===== src/srsb_pkg.sv =====
// ----------------------------------------------------------------------------
// srsb_pkg
// Shared types and constants for the sorted run splitter bucketer.
// ----------------------------------------------------------------------------
`default_nettype none

package srsb_pkg;

  localparam int unsigned MAX_BUCKETS    = 16;
  localparam int unsigned MAX_RUN_LENGTH = 1048576;

  localparam int unsigned NUM_SLOTS = MAX_BUCKETS - 1;
  localparam int unsigned SLOT_AW   = $clog2(NUM_SLOTS);

  localparam int unsigned CMD_W    = 2;
  localparam int unsigned IDX_W    = 4;
  localparam int unsigned VALUE_W  = 32;
  localparam int unsigned BUCKET_W = 4;
  localparam int unsigned OFFSET_W = 20;
  localparam int unsigned COUNT_W  = 21;

  localparam int unsigned IN_DATA_W  = 40;
  localparam int unsigned OUT_DATA_W = 48;

  localparam logic [BUCKET_W-1:0] NS_MAX  = BUCKET_W'(NUM_SLOTS);
  localparam logic [COUNT_W-1:0]  RUN_MAX = COUNT_W'(MAX_RUN_LENGTH);
  localparam logic [COUNT_W-1:0]  OFF_MAX = COUNT_W'(MAX_RUN_LENGTH - 1);

  localparam logic [CMD_W-1:0] CMD_LOAD = 2'd0;
  localparam logic [CMD_W-1:0] CMD_DATA = 2'd1;
  localparam logic [CMD_W-1:0] CMD_FIN  = 2'd2;

  typedef enum logic [1:0] {
    ST_IDLE,
    ST_CMP,
    ST_FIN
  } state_e;

  typedef struct packed {
    logic [BUCKET_W-1:0] bucket;
    logic [OFFSET_W-1:0] offset;
    logic [COUNT_W-1:0]  count;
    logic                last;
  } res_t;

  function automatic logic [COUNT_W-1:0] sat_add(input logic [COUNT_W-1:0] a,
                                                 input logic [COUNT_W-1:0] b);
    logic [COUNT_W:0] s;
    s = {1'b0, a} + {1'b0, b};
    if (s > {1'b0, RUN_MAX}) begin
      return RUN_MAX;
    end
    return s[COUNT_W-1:0];
  endfunction

endpackage

`default_nettype wire


===== src/sorted_run_splitter_bucketer_top.sv =====
// loads and run elements past the last splitter are handled on acceptance; any other
// element enters a compare state that closes buckets in turn, and a finish reports
// the remaining buckets in turn; table reads and reports are registered
// throughput: one splitter compare per cycle unless the output buffer is full
// reset clears the open bucket, its start and count and sets num_splitters to 1
// the splitter table is undefined after reset and has no clearing pass
// ----------------------------------------------------------------------------
// sorted_run_splitter_bucketer_top
// Splits an ascending run into buckets by a splitter table and reports
// each bucket's start offset and element count.
// ----------------------------------------------------------------------------
`default_nettype none

module sorted_run_splitter_bucketer_top (
  input  wire logic                            clk_i,
  input  wire logic                            rst_ni,
  input  wire logic                            cfg_we_i,
  input  wire logic [srsb_pkg::BUCKET_W-1:0]   cfg_wdata_i,
  input  wire logic                            s_axis_tvalid,
  output      logic                            s_axis_tready,
  // splitter_index, value
  input  wire logic [srsb_pkg::IN_DATA_W-1:0]  s_axis_tdata,
  // command
  input  wire logic [srsb_pkg::CMD_W-1:0]      s_axis_tuser,
  output      logic                            m_axis_tvalid,
  input  wire logic                            m_axis_tready,
  // bucket, bucket_offset, bucket_count
  output      logic [srsb_pkg::OUT_DATA_W-1:0] m_axis_tdata,
  output      logic                            m_axis_tlast
);

  srsb_pkg::state_e state_q, state_d;

  logic [srsb_pkg::BUCKET_W-1:0] ns_q, ns_act;
  logic [srsb_pkg::BUCKET_W-1:0] open_bucket_q, open_bucket_d;
  logic [srsb_pkg::COUNT_W-1:0]  open_start_q, open_start_d;
  logic [srsb_pkg::COUNT_W-1:0]  open_count_q, open_count_d;
  logic [srsb_pkg::COUNT_W-1:0]  edge_q, edge_d;
  logic [srsb_pkg::VALUE_W-1:0]  value_q;

  logic                          in_acc;
  logic [srsb_pkg::CMD_W-1:0]    in_cmd;
  logic [srsb_pkg::IDX_W-1:0]    in_idx;
  logic [srsb_pkg::VALUE_W-1:0]  in_value;

  logic                          ram_we;
  logic [srsb_pkg::SLOT_AW-1:0]  ram_raddr;
  logic [srsb_pkg::VALUE_W-1:0]  ram_rdata;

  logic                          closes;
  logic                          push;
  logic                          space;
  srsb_pkg::res_t                res;
  logic [srsb_pkg::COUNT_W-1:0]  total;
  logic [srsb_pkg::COUNT_W-1:0]  off_clamped;

  assign in_cmd   = s_axis_tuser;
  assign in_idx   = s_axis_tdata[srsb_pkg::IDX_W-1:0];
  assign in_value = s_axis_tdata[srsb_pkg::IDX_W +: srsb_pkg::VALUE_W];

  assign s_axis_tready = (state_q == srsb_pkg::ST_IDLE);
  assign in_acc        = s_axis_tvalid && s_axis_tready;

  assign ns_act = (ns_q > srsb_pkg::NS_MAX) ? srsb_pkg::NS_MAX : ns_q;

  assign ram_we = in_acc && (in_cmd == srsb_pkg::CMD_LOAD)
                  && (in_idx < srsb_pkg::NS_MAX);

  assign ram_raddr = (open_bucket_d < srsb_pkg::NS_MAX) ?
                     open_bucket_d[srsb_pkg::SLOT_AW-1:0] : '0;

  srsb_ram #(
    .DEPTH(srsb_pkg::NUM_SLOTS),
    .WIDTH(srsb_pkg::VALUE_W)
  ) u_table (
    .clk_i  (clk_i),
    .we_i   (ram_we),
    .waddr_i(in_idx[srsb_pkg::SLOT_AW-1:0]),
    .wdata_i(in_value),
    .raddr_i(ram_raddr),
    .rdata_o(ram_rdata)
  );

  assign closes = (open_bucket_q < ns_act) && ($signed(value_q) > $signed(ram_rdata));
  assign total  = srsb_pkg::sat_add(open_start_q, open_count_q);

  // next state
  always_comb begin
    state_d = state_q;
    case (state_q)
      srsb_pkg::ST_IDLE: begin
        if (in_acc && (in_cmd == srsb_pkg::CMD_DATA) && (open_bucket_q < ns_act)) begin
          state_d = srsb_pkg::ST_CMP;
        end else if (in_acc && (in_cmd == srsb_pkg::CMD_FIN)) begin
          state_d = srsb_pkg::ST_FIN;
        end
      end
      srsb_pkg::ST_CMP: begin
        if (!closes) begin
          state_d = srsb_pkg::ST_IDLE;
        end
      end
      srsb_pkg::ST_FIN: begin
        if (space && (open_bucket_q >= ns_act)) begin
          state_d = srsb_pkg::ST_IDLE;
        end
      end
      default: state_d = srsb_pkg::ST_IDLE;
    endcase
  end

  // datapath and reports
  always_comb begin
    open_bucket_d = open_bucket_q;
    open_start_d  = open_start_q;
    open_count_d  = open_count_q;
    edge_d        = edge_q;
    push          = 1'b0;
    off_clamped   = (open_start_q > srsb_pkg::OFF_MAX) ? srsb_pkg::OFF_MAX : open_start_q;
    res.bucket    = open_bucket_q;
    res.offset    = off_clamped[srsb_pkg::OFFSET_W-1:0];
    res.count     = open_count_q;
    res.last      = 1'b0;
    case (state_q)
      srsb_pkg::ST_IDLE: begin
        if (in_acc && (in_cmd == srsb_pkg::CMD_DATA) && (open_bucket_q >= ns_act)) begin
          open_count_d = srsb_pkg::sat_add(open_count_q, srsb_pkg::COUNT_W'(1));
        end
        if (in_acc && (in_cmd == srsb_pkg::CMD_FIN)) begin
          edge_d = (total == '0) ? '0 : total - srsb_pkg::COUNT_W'(1);
        end
      end
      srsb_pkg::ST_CMP: begin
        if (closes) begin
          if (space) begin
            push          = 1'b1;
            open_start_d  = total;
            open_count_d  = '0;
            open_bucket_d = open_bucket_q + srsb_pkg::BUCKET_W'(1);
          end
        end else begin
          open_count_d = srsb_pkg::sat_add(open_count_q, srsb_pkg::COUNT_W'(1));
        end
      end
      srsb_pkg::ST_FIN: begin
        res.last = (open_bucket_q >= ns_act);
        if (space) begin
          push = 1'b1;
          if (open_bucket_q >= ns_act) begin
            open_bucket_d = '0;
            open_start_d  = '0;
            open_count_d  = '0;
          end else begin
            open_bucket_d = open_bucket_q + srsb_pkg::BUCKET_W'(1);
            open_start_d  = edge_q;
            open_count_d  = '0;
          end
        end
      end
      default: ;
    endcase
  end

  always_ff @(posedge clk_i or negedge rst_ni) begin
    if (!rst_ni) begin
      state_q       <= srsb_pkg::ST_IDLE;
      ns_q          <= srsb_pkg::BUCKET_W'(1);
      open_bucket_q <= '0;
      open_start_q  <= '0;
      open_count_q  <= '0;
    end else begin
      state_q       <= state_d;
      open_bucket_q <= open_bucket_d;
      open_start_q  <= open_start_d;
      open_count_q  <= open_count_d;
      if (cfg_we_i) begin
        ns_q <= cfg_wdata_i;
      end
    end
  end

  always_ff @(posedge clk_i) begin
    edge_q <= edge_d;
    if (in_acc) begin
      value_q <= in_value;
    end
  end

  srsb_obuf u_obuf (
    .clk_i        (clk_i),
    .rst_ni       (rst_ni),
    .push_i       (push),
    .res_i        (res),
    .space_o      (space),
    .m_axis_tvalid(m_axis_tvalid),
    .m_axis_tready(m_axis_tready),
    .m_axis_tdata (m_axis_tdata),
    .m_axis_tlast (m_axis_tlast)
  );

  a_push_space: assert property (@(posedge clk_i) disable iff (!rst_ni)
    push |-> (!m_axis_tvalid || m_axis_tready))
    else $error("report pushed into a full output register");

  a_count_sat: assert property (@(posedge clk_i) disable iff (!rst_ni)
    (open_count_q <= srsb_pkg::RUN_MAX) && (open_start_q <= srsb_pkg::RUN_MAX))
    else $error("run count or start past saturation");

  a_fin_clears: assert property (@(posedge clk_i) disable iff (!rst_ni)
    (state_q == srsb_pkg::ST_FIN && push && res.last) |=>
      (state_q == srsb_pkg::ST_IDLE && open_bucket_q == '0 && open_count_q == '0))
    else $error("finish did not clear the open bucket");

  a_cmp_range: assert property (@(posedge clk_i) disable iff (!rst_ni)
    (state_q == srsb_pkg::ST_CMP && push) |-> (open_bucket_q < ns_act && !res.last))
    else $error("bucket closed past the last splitter");

endmodule

`default_nettype wire


===== src/srsb_ram.sv =====
// ----------------------------------------------------------------------------
// srsb_ram
// Single write port, single read port memory with registered read data.
// ----------------------------------------------------------------------------
`default_nettype none

module srsb_ram #(
  parameter int unsigned DEPTH = 15,
  parameter int unsigned WIDTH = 32
) (
  input  wire logic                     clk_i,
  input  wire logic                     we_i,
  input  wire logic [$clog2(DEPTH)-1:0] waddr_i,
  input  wire logic [WIDTH-1:0]         wdata_i,
  input  wire logic [$clog2(DEPTH)-1:0] raddr_i,
  output      logic [WIDTH-1:0]         rdata_o
);

  logic [WIDTH-1:0] mem_q [DEPTH];

  always_ff @(posedge clk_i) begin
    if (we_i) begin
      mem_q[waddr_i] <= wdata_i;
    end
  end

  always_ff @(posedge clk_i) begin
    rdata_o <= mem_q[raddr_i];
  end

endmodule

`default_nettype wire


===== src/srsb_obuf.sv =====
// ----------------------------------------------------------------------------
// srsb_obuf
// Output register for bucket reports on the master-side stream.
// ----------------------------------------------------------------------------
`default_nettype none

module srsb_obuf (
  input  wire logic                              clk_i,
  input  wire logic                              rst_ni,
  input  wire logic                              push_i,
  input  wire srsb_pkg::res_t                    res_i,
  output      logic                              space_o,
  output      logic                              m_axis_tvalid,
  input  wire logic                              m_axis_tready,
  output      logic [srsb_pkg::OUT_DATA_W-1:0]   m_axis_tdata,
  output      logic                              m_axis_tlast
);

  logic           valid_q, valid_d;
  srsb_pkg::res_t res_q;

  assign space_o = !valid_q || m_axis_tready;

  always_comb begin
    valid_d = valid_q;
    if (m_axis_tready) begin
      valid_d = 1'b0;
    end
    if (push_i) begin
      valid_d = 1'b1;
    end
  end

  always_ff @(posedge clk_i or negedge rst_ni) begin
    if (!rst_ni) begin
      valid_q <= 1'b0;
    end else begin
      valid_q <= valid_d;
    end
  end

  always_ff @(posedge clk_i) begin
    if (push_i) begin
      res_q <= res_i;
    end
  end

  assign m_axis_tvalid = valid_q;
  assign m_axis_tlast  = res_q.last;
  assign m_axis_tdata  = {3'b000, res_q.count, res_q.offset, res_q.bucket};

endmodule

`default_nettype wire


===== config.mk =====
export PLATFORM = sky130hd
export DESIGN_NAME = sorted_run_splitter_bucketer_top
export DESIGN_NICKNAME = d
export VERILOG_FILES = /design/src/srsb_pkg.sv /design/src/sorted_run_splitter_bucketer_top.sv /design/src/srsb_ram.sv /design/src/srsb_obuf.sv
export SDC_FILE = /design/constraint.sdc
export NUM_CORES = 1
export LEC_CHECK = 0
export BUFFER_PORTS_ARGS = -buffer_cell sky130_fd_sc_hd__buf_2
export CAP_MARGIN = 5
export CORE_MARGIN = 2
export CORE_UTILIZATION = 67
export DETAILED_ROUTE_END_ITERATION = 7
export GPL_TIMING_DRIVEN = 0
export PLACE_DENSITY_LB_ADDON = 0.05
export SYNTH_ARGS = -nofsm -noshare
export SYNTH_HDL_FRONTEND = slang
export SYNTH_HIERARCHICAL = 1
export SYNTH_SLANG_ARGS = --single-unit

===== constraint.sdc =====
create_clock -name clk_i -period 8.7 [get_ports clk_i]
set_input_delay 0.435 -clock clk_i [delete_from_list [all_inputs] [get_ports clk_i]]
set_output_delay 0.435 -clock clk_i [all_outputs]
set_load 0.005 [all_outputs]

; Word level (Yosys, flattened, before mapping)
; Memory sizes are Yosys's and may differ from the RTL's. A register that Yosys moved wholly into a read port is not among the register bits.
; Cells that the tools add are included.
; W data, S select, Z words.
[totals]
regBits = 152
ramBits = 480
inputBits = 51
output_inout_bits = 51
n_memories = 1
[memory_table]
columns = memory, words, word_bits, rd, rd_ports_with_merged_regs, wr, line_no
row1 = u_table.mem_q, 15, 32, 1, 1, 1, srsb_ram.sv:19  ; logic [WIDTH-1:0] mem_q [DEPTH];
[op_classes]
n_addsub = 4
order_cmp = 9
eq_ne = 11
n_mux = 39
n_reduce_logical = 21
[ops]
columns = op, n
row1 = $mux W21, 12
row2 = $pmux W21 S3, 1
row3 = $gt A22 B21 Y1 const B, 2
row4 = $pmux W21 S2, 1
row5 = $gt A32 B32 Y1, 1
row6 = $mux W4, 6
row7 = $add A21 B1 Y22 const B, 1
row8 = $add A21 B21 Y22, 1
row9 = $gt A21 B20 Y1 const B, 1
row10 = $logic_not A21 Y1, 1
row11 = $sub A21 B1 Y21 const B, 1
row12 = $mux W1, 12
row13 = $ne A2 B2 Y1 const B, 5
row14 = $logic_and A1 B1 Y1, 9
row15 = $lt A4 B4 Y1 const B, 2
row16 = $mux W2, 4
row17 = $pmux W4 S2, 1
row18 = $pmux W2 S3, 1
row19 = $add A4 B1 Y4 const B, 1
row20 = $eq A2 B1 Y1 const B, 2
row21 = $eq A2 B2 Y1 const B, 2
row22 = $ge A4 B4 Y1, 1
row23 = $gt A4 B4 Y1 const B, 1
row24 = $logic_not A2 Y1, 2
row25 = 11 further kinds, 13

; Longest topological paths before layout
; Gate-level depths: netlist of the first run.
[logic_depth]
depth_word = 9
ltp_mapped = 22

; Hierarchy
; Netlist of the first run, hierarchy kept.
[modules_own_cells]
columns = module, instances, cells_per_inst, area_per_inst_um2
row1 = srsb_ram, 1, 886, 18884.4
row2 = sorted_run_splitter_bucketer_top, 1, 873, 7861.3
row3 = srsb_obuf, 1, 53, 1455.1

; Worst setup path before layout of the first run
; No wires, ideal clock.
[synth_timing]
path_type = register to register
start = register value_q[31] (netlist name)
end = register u_obuf.valid_q (netlist: u_obuf/m_axis_tvalid)
t_arrival_ps = 5752
path_slack_ps = 2862
path_stages_with_launch = 10
path_buffers = 0
period_less_slack_ps = 5838
path_cell_list = edfxtp_1 ha_1 nand4_1 or4_1 a211o_1 nand4_1 o31a_1 a31oi_1 nor3_1 nand2b_2
[synth_between]
elab_chain_cells = 5
word_cells_on_any_way = 6
classes_between = order compare (1) / mux (3) / reduce/logical (2)
[synth_lines]
columns = element, line_no
row1 = from (decl), sorted_run_splitter_bucketer_top.sv:39  ; logic [srsb_pkg::VALUE_W-1:0] value_q;
row2 = from (signal assigned), sorted_run_splitter_bucketer_top.sv:185  ; value_q <= in_value;
row3 = $gt A32 B32 Y1 (*), sorted_run_splitter_bucketer_top.sv:84  ; assign closes = (open_bucket_q < ns_act) && ($signed(value_q) > $signed(ram_rdata));
row4 = $logic_and A1 B1 Y1 (*), sorted_run_splitter_bucketer_top.sv:84
row5 = $mux W1 (*), sorted_run_splitter_bucketer_top.sv:134  ; if (closes) begin
row6 = $pmux W1 S2 (*), sorted_run_splitter_bucketer_top.sv:124  ; case (state_q)
row7 = via push, sorted_run_splitter_bucketer_top.sv:51  ; logic push;
row8 = $mux W1 / $reduce_bool A2 Y1 (equally long branches), n/a
row9 = to (signal assigned), srsb_obuf.sv:38  ; valid_q <= valid_d;
row10 = to (decl), srsb_obuf.sv:19  ; logic valid_q, valid_d;
; The timed path passes the listed nets; every way through them passes the cells marked *.
; A chain may end at the register's enable or synchronous reset.

; Worst setup path after layout of the first run
[layout_timing]
start = register open_count_q[7] (netlist name)
end = register edge_q[9] (netlist name) (data pin)
[layout_between]
elab_chain_cells = 5
word_cells_on_any_way = 6
classes_between = add/sub (2) / order compare (1) / mux (2) / reduce/logical (1)
[layout_lines]
columns = element, line_no
row1 = from (decl), sorted_run_splitter_bucketer_top.sv:37  ; logic [srsb_pkg::COUNT_W-1:0] open_count_q, open_count_d;
row2 = from (signal assigned), sorted_run_splitter_bucketer_top.sv:175  ; open_count_q <= open_count_d;
row3 = $add A21 B21 Y22 (*), srsb_pkg.sv:49  ; s = {1'b0, a} + {1'b0, b};
row4 = $gt A22 B21 Y1, srsb_pkg.sv:50  ; if (s > {1'b0, RUN_MAX}) begin
row5 = $mux W1, srsb_pkg.sv:50
row6 = $mux W21 (*), srsb_pkg.sv:53  ; return s[COUNT_W-1:0];
row7 = $sub A21 B1 Y21 / $logic_not A21 Y1 (equally long branches), sorted_run_splitter_bucketer_top.sv:130  ; edge_d = (total == '0) ? '0 : total - srsb_pkg::COUNT_W'(1);
row8 = to (signal assigned), sorted_run_splitter_bucketer_top.sv:183  ; edge_q <= edge_d;
row9 = to (decl), sorted_run_splitter_bucketer_top.sv:38  ; logic [srsb_pkg::COUNT_W-1:0] edge_q, edge_d;
; Every way passes the cells marked *; elsewhere a longest branch is shown, timed or not.

==> flow_summary.toml, run 1 <==
[drt]
antenna_left = 0
route.detailed.drc = 0
wl_mm = 70.25
first_pass_iters = 6
vias = 17320
post_drt_wl_per_cell_microns = 26.96
dr.first_iter.drc_count = 1942
vias_per_cell = 6.646

[setup_path]
worstPathMaxFanout = 10
cpPeakStageDelay_ps = 560
worstReg2RegEnd = "edge_q[9]"
crit_top_cell = "buf_2"
reg2reg_slack_ps = 2760
cp.arrival_ps = 6270
path_class = "flip-flop to flip-flop"
rr_worst_depth = 19
crit_required_ps = 9030
crit_slowest_cell = "o21ai_0"
rr_startpoint = "open_count_q[7]"
critPathLaunchType = "flip-flop"
worstPathCellList = "ha_1 -> a21oi_1 -> o21ai_0 -> a21oi_1 -> o41ai_1 -> xnor2_1 -> and4_1 -> a21oi_1 -> buf_2 -> buf_2 -> nand2b_1 -> ha_1 -> buf_2 -> nand2_1 -> nor2_1 -> and4_1 -> buf_2 -> buf_1 -> nor2_1"
critPathCaptureType = "flip-flop"

[global_routing]
overflow = 0
grt_use_total = 0.3298
grt_pass1_wl_mm = 105.5
grt_max_degree = 54
antenna_found_initial = 5
grt_pass1_vias = 17430

[logic_synthesis]
seq_area_frac_synth = 0.6863
yosys-top-cells-count = "edfxtp_1 (579), nor2_1 (123), nand2_1 (104)"
mappedNetlistArea_sq_um = 28200
ys_types = 97
yosys_most_used_dff = "edfxtp_1"
synth_edf_count = 579
yosysTopAreaCell = "edfxtp_1"
synthCells = 1812
yosysWarnings = 6
synth_seq_cells = 664
synthArstFlopShare = 0.07982
post-synth-top-count-cell = "edfxtp_1"
avgSynthCellArea_sq_um = 15.56
yosysTopAreaCellShare = 0.6165
synth.area.top_cells = "edfxtp_1 (62%), mux4_2 (7.3%), dfrtp_1 (4.6%), ha_1 (2.8%), dfxtp_1 (2.3%)"

[place]
routabilityCongestion = 0.9101
placed_area_sq_um = 29910
port_buffers = 94
pre_cts_slack_ps = 2949
dp_hpwl_mm = 46.41

[floorplanning]
io_pins = 102
core_area_sq_um = 41760
dieArea_sq_um = 43750
num_rows = 75
die_h_microns = 209.2
initial_core_util = 0.6753
die_x_microns = 209.2

[clocking]
postCtsSetupRepairBufs = 0
numCtsBuffers = 68
cts_tree = "done"
clkTransAtPathRegs_ps = 60
clockBufferDepth = 3
htreeDepth = 3
cts_sinks = 664
clk_latency_ps = 610
cts-root-buf = "clkbuf_16"

[power]
max-vdd-ir-drop_v = 0.0001849
leakage_nw = 11.33
p_per_area_nw_per_um2 = 323.5

[sta]
tightest_slew_ps = 1045
fmax_mhz = 168.4
fin_ws_ps = 2763
worst_clock_skew_ps = 21.70
rsz0062_at_grt = "no"
tns_ps = 0
fin_crit_ps = 5937
finalSetupViolations = 0
slew_viol_final = 0
relSlewSlack = 0.2993
finalHoldViolCount = 0
period_share = 0.6824
holdWs_ps = 110.1

[finish]
final_util = 0.7701
syn_to_final_growth_pct = 14.03
drive_gt1_frac = 0.2154
nets = 2127
stdcell_area_sq_um = 32160

[min_path]
worstHoldStart = "cfg_wdata_i[0]"
hp-class = "primary input to flip-flop"
holdPathStages = 2
holdPathEnd = "ns_q[0]"

[flow_run]
maxCapViolations = 0

[status]
status = "completed"
[cell type report]
type | instances | area, sq um
sequential | 664 | 19350
fill | 2377 | 9602
multi-input combinational | 1004 | 8288
clock buffer | 98 | 1979
timing repair buffer | 127 | 928.4
tap | 539 | 674.4
buffer | 84 | 445.4
clock inverter | 27 | 251.5
inverter | 62 | 232.7
antenna | 1 | 2.502
[critical path, delay by kind of cell, from the launching register on]
kind	cells	cell delay (ps)
simple gates	6	1210
compound gates	5	1550
xor+xnor	1	300
fa+ha+maj	2	640
flops	1	520
buf+inv	5	1420
[report_power, final]
| group | switching (mW) | internal, mW |
|---|---|---|
| registers | 0.162 | 3.82 |
| logic | 2.09 | 1.44 |
| clock network | 1.19 | 1.71 |
| total | 3.44 | 6.96 |
[metal layers]
layer	global-route usage	up-vias	wire length, microns
li1	-	7528	-
met3	0.06432	195	5999
met5	0	-	48
met2	0.5394	910	34640
met1	0.4418	8679	26890
met4	0.1372	8	2675
[kinds of logic (layout without fill, tap and decap cells)]
logic type,after synthesis,in the layout,share of synthesized area
flops,664,664,0.6863
simple gates,425,425,0.07649
compound gates,353,353,0.08745
buf+inv,146,398,0.02405
mux,139,139,0.09029
fa+ha+maj,65,65,0.02911
xor+xnor,19,19,0.006167
other cells,1,4,0.0001330
[worst max path at each step]
| stage | startpoint | to |
|---|---|---|
| after floorplan | value_q[31] | u_obuf/m_axis_tvalid |
| after global placement | value_q[23] | u_obuf/m_axis_tvalid |
| after detailed placement | open_count_q[7] | edge_q[9] |
| after CTS | open_count_q[7] | edge_q[9] |
| after global routing | open_count_q[7] | edge_q[9] |
| final | open_count_q[7] | edge_q[9] |
[stage by stage]
| step | instances | power (mW) |
|---|---|---|
| floorplan | 1814 | 6.485 |
| global placement | 2447 | 7.377 |
| detailed placement | 2479 | 7.494 |
| CTS | 2604 | 10.40 |
| global route | 2606 | 10.86 |
| finish | 2606 | 10.40 |
[state kept, by name, summed over array words and instances (netlist names)]
signal / cells
open_count_q: 21
u_obuf/m_axis_tlast: 1
open_start_q: 21
u_table/rdata_o: 32
u_table/mem_q: 480
value_q: 32
ns_q: 4
u_obuf/m_axis_tvalid: 1
u_obuf/m_axis_tdata: 45
open_bucket_q: 4
edge_q: 21
state_q: 2
[layout by cell type, fill, tap and decap left out, types with 16 or more instances in the layout]
master and instances:
ha_1 64, inv_1 61, clkbuf_16 72, edfxtp_1 579
a21oi_1 88, dfxtp_1 32, dfrtp_1 52, o211ai_1 34
clkbuf_1 49, buf_6 21, nand4_1 18, nand3_1 25
a21o_1 18, mux2i_1 44, a22oi_1 31, or2_2 24
buf_2 127, nand2_1 104, a31oi_1 27, nor3_1 16
mux4_2 92, nor2_1 112, o21ai_0 34
[timing repair]
action	4_1_cts	5_1_grt
hold buffers	0	1
hold endpoints to repair	0	52
resized for setup	0	0
No activity file was read; power rests on OpenSTA's default activity.
==> run 2, diff against run 1 <==
--- a/config.mk
+++ b/config.mk
@@ -8,7 +8,7 @@
 export BUFFER_PORTS_ARGS = -buffer_cell sky130_fd_sc_hd__buf_2
 export CAP_MARGIN = 5
 export CORE_MARGIN = 2
-export CORE_UTILIZATION = 67
+export CORE_UTILIZATION = 62
 export DETAILED_ROUTE_END_ITERATION = 7
 export GPL_TIMING_DRIVEN = 0
 export PLACE_DENSITY_LB_ADDON = 0.05
==> constraint.sdc (replaced) <==
create_clock -name clk_i -period 5.48 [get_ports clk_i]
set_input_delay 0.274 -clock clk_i [delete_from_list [all_inputs] [get_ports clk_i]]
set_output_delay 0.274 -clock clk_i [all_outputs]
set_load 0.005 [all_outputs]
==> flow_summary.toml, run 2 (synthesis gave the netlist of run 1 again) <==
[power]
p_sw_frac = 0.3308
p_sw_mw = 5.419
total_power_mw = 16.38
leakage_nw = 11.37
power_frac_seq = 0.386
max-vdd-ir-drop_v = 0.0003685
comb_power_share = 0.347
clkPwrFrac = 0.267
internal-power_mw = 10.96
p_per_area_nw_per_um2 = 505.2

[floorplanning]
core_area_sq_um = 45090
die_x_microns = 217.3
dieArea_sq_um = 47210
num_rows = 78
initial_core_util = 0.6255
die_h_microns = 217.3
io_pins = 102

[finish]
syn_to_final_growth_pct = 14.99
antenna_cells = 0
final_cell_mix = "edfxtp_1 (579), buf_2 (120), nor2_1 (109), nand2_1 (104), mux4_2 (92)"
drive_gt1_frac = 0.2272
nFillCells = 2937
largest_reg_flops = 480
regMostFlops = "u_table/mem_q"
stdcell_area_sq_um = 32430
mostFrequentLayoutCell = "edfxtp_1"
nets = 2137

[clocking]
clk_latency_ps = 590
clkTransAtPathRegs_ps = 60
cts_sinks = 664
clockBufferDepth = 3
htreeDepth = 3
numCtsBuffers = 67
cts_tree = "done"
cts-root-buf = "clkbuf_16"

[sta]
slew_viol_final = 0
relSlewSlack = 0.3045
fmax_mhz = 185.5
tightest_slew_ps = 1038
worst_clock_skew_ps = 24.23
period_share = 0.9836
holdWs_ps = 56.19
fin_crit_ps = 5390
finalSetupViolations = 0
finalHoldViolCount = 0

[min_path]
hp-class = "primary input to flip-flop"

[drt]
first_pass_iters = 7
vias = 17010
route.detailed.drc = 0
vias_per_cell = 6.363
post_drt_wl_per_cell_microns = 25.71
antenna_left = 0
dr.first_iter.drc_count = 1716
wl_mm = 68.72

[global_routing]
grt_max_degree = 54
antenna_found_initial = 2
grt_pass1_vias = 16840
grt_use_total = 0.2975
overflow = 0
grt_pass1_wl_mm = 102.6

[status]
status = "completed"

[flow_run]
maxCapViolations = 0

[setup_path]
crit_required_ps = 5890
critPathLaunchType = "flip-flop"
critPathCaptureType = "flip-flop"
path_class = "flip-flop to flip-flop"
cp.arrival_ps = 5800
worstPathMaxFanout = 10

[place]
routabilityCongestion = 0.8780
dp_hpwl_mm = 46.08
port_buffers = 94
placed_area_sq_um = 30000
run 2: worst paths after layout:
| kind | slack, ps | cells after the start | endpoint | start |
|---|---|---|---|---|
| setup reg to reg | 90 | 17 | u_table/rdata_o[8] | value_q[31] |
| max in group asynchronous | 4680 | 2 | open_count_q[12] | rst_ni |
| min in group asynchronous | 270 | 2 | open_start_q[3] | rst_ni |
| hold reg to reg | 510 | 2 | open_start_q[11] | edge_q[11] |
| hold / removal | 60 | 1 | u_table/mem_q[4][22] | s_axis_tdata[26] |
| setup / recovery | 90 | 17 | u_table/rdata_o[8] | value_q[31] |
run 2: cell type report:
cell class / count / area, sq um / area share
timing repair buffer: 139 / 1081 / 0.03334
tap: 600 / 750.7 / 0.02315
clock buffer: 93 / 1837 / 0.05664
sequential: 664 / 19350 / 0.5968
inverter: 62 / 232.7 / 0.007176
clock inverter: 28 / 245.2 / 0.007562
buffer: 83 / 474.2 / 0.01462
multi-input combinational: 1004 / 8453 / 0.2607
run 2: critical path, cell delays in order, from the launching register on:
cell and delay (ps):
edfxtp_1 370, ha_1 390, nand4_1 190, or4_1 680, a211o_1 340, nand4_1 210
o31ai_1 170, nor4b_1 680, a311oi_4 120, nor4_2 420, nor2_1 100, clkbuf_2 170
buf_6 180, buf_6 180, buf_4 230, nor2b_1 200, a22oi_1 330, o21ai_0 230
run 2: metal layers:
metal  up-vias  share of wire  global-route usage
met5         -        0.00032                   0
met4         4          0.050              0.1477
met3       173          0.067             0.04836
met2       700           0.49              0.4925
met1      8575           0.40              0.3868
li1       7556              -                   -
run 2: through the flow:
step	utilization	setup WS, ps	setup TNS (ps)	instances
2_1_floorplan	-	963.2	0	1814
3_3_place_gp	0.6528	-1755	-187160	2508
3_5_place_dp	0.6654	-426.6	-8129	2537
4_1_cts	0.7150	-15.31	-15.31	2671
5_1_grt	0.7192	-133.3	-455.1	2673
6_report	0.7192	89.81	0	2673
run 2: timing repair:
| action | 4_1_cts | 5_1_grt |
|---|---|---|
| setup endpoints to repair | 33 | 52 |
| gates resized for setup | 10 | 41 |
| pin swaps | 0 | 6 |
| buffers inserted | 0 | 3 |
| endpoints found under the hold margin | 17 | 0 |
| gates cloned | 0 | 0 |
| hold buffers | 13 | 0 |
run 2: power groups by stage:
stage	combinational (mW)	clock (mW)	sequential, mW
after global placement	5.36	0	6.41
final	5.69	4.38	6.32
after floorplan	3.97	0	6.32
after global routing	6.18	4.64	6.35
after detailed placement	5.51	0	6.41
after CTS	5.57	4.45	6.31
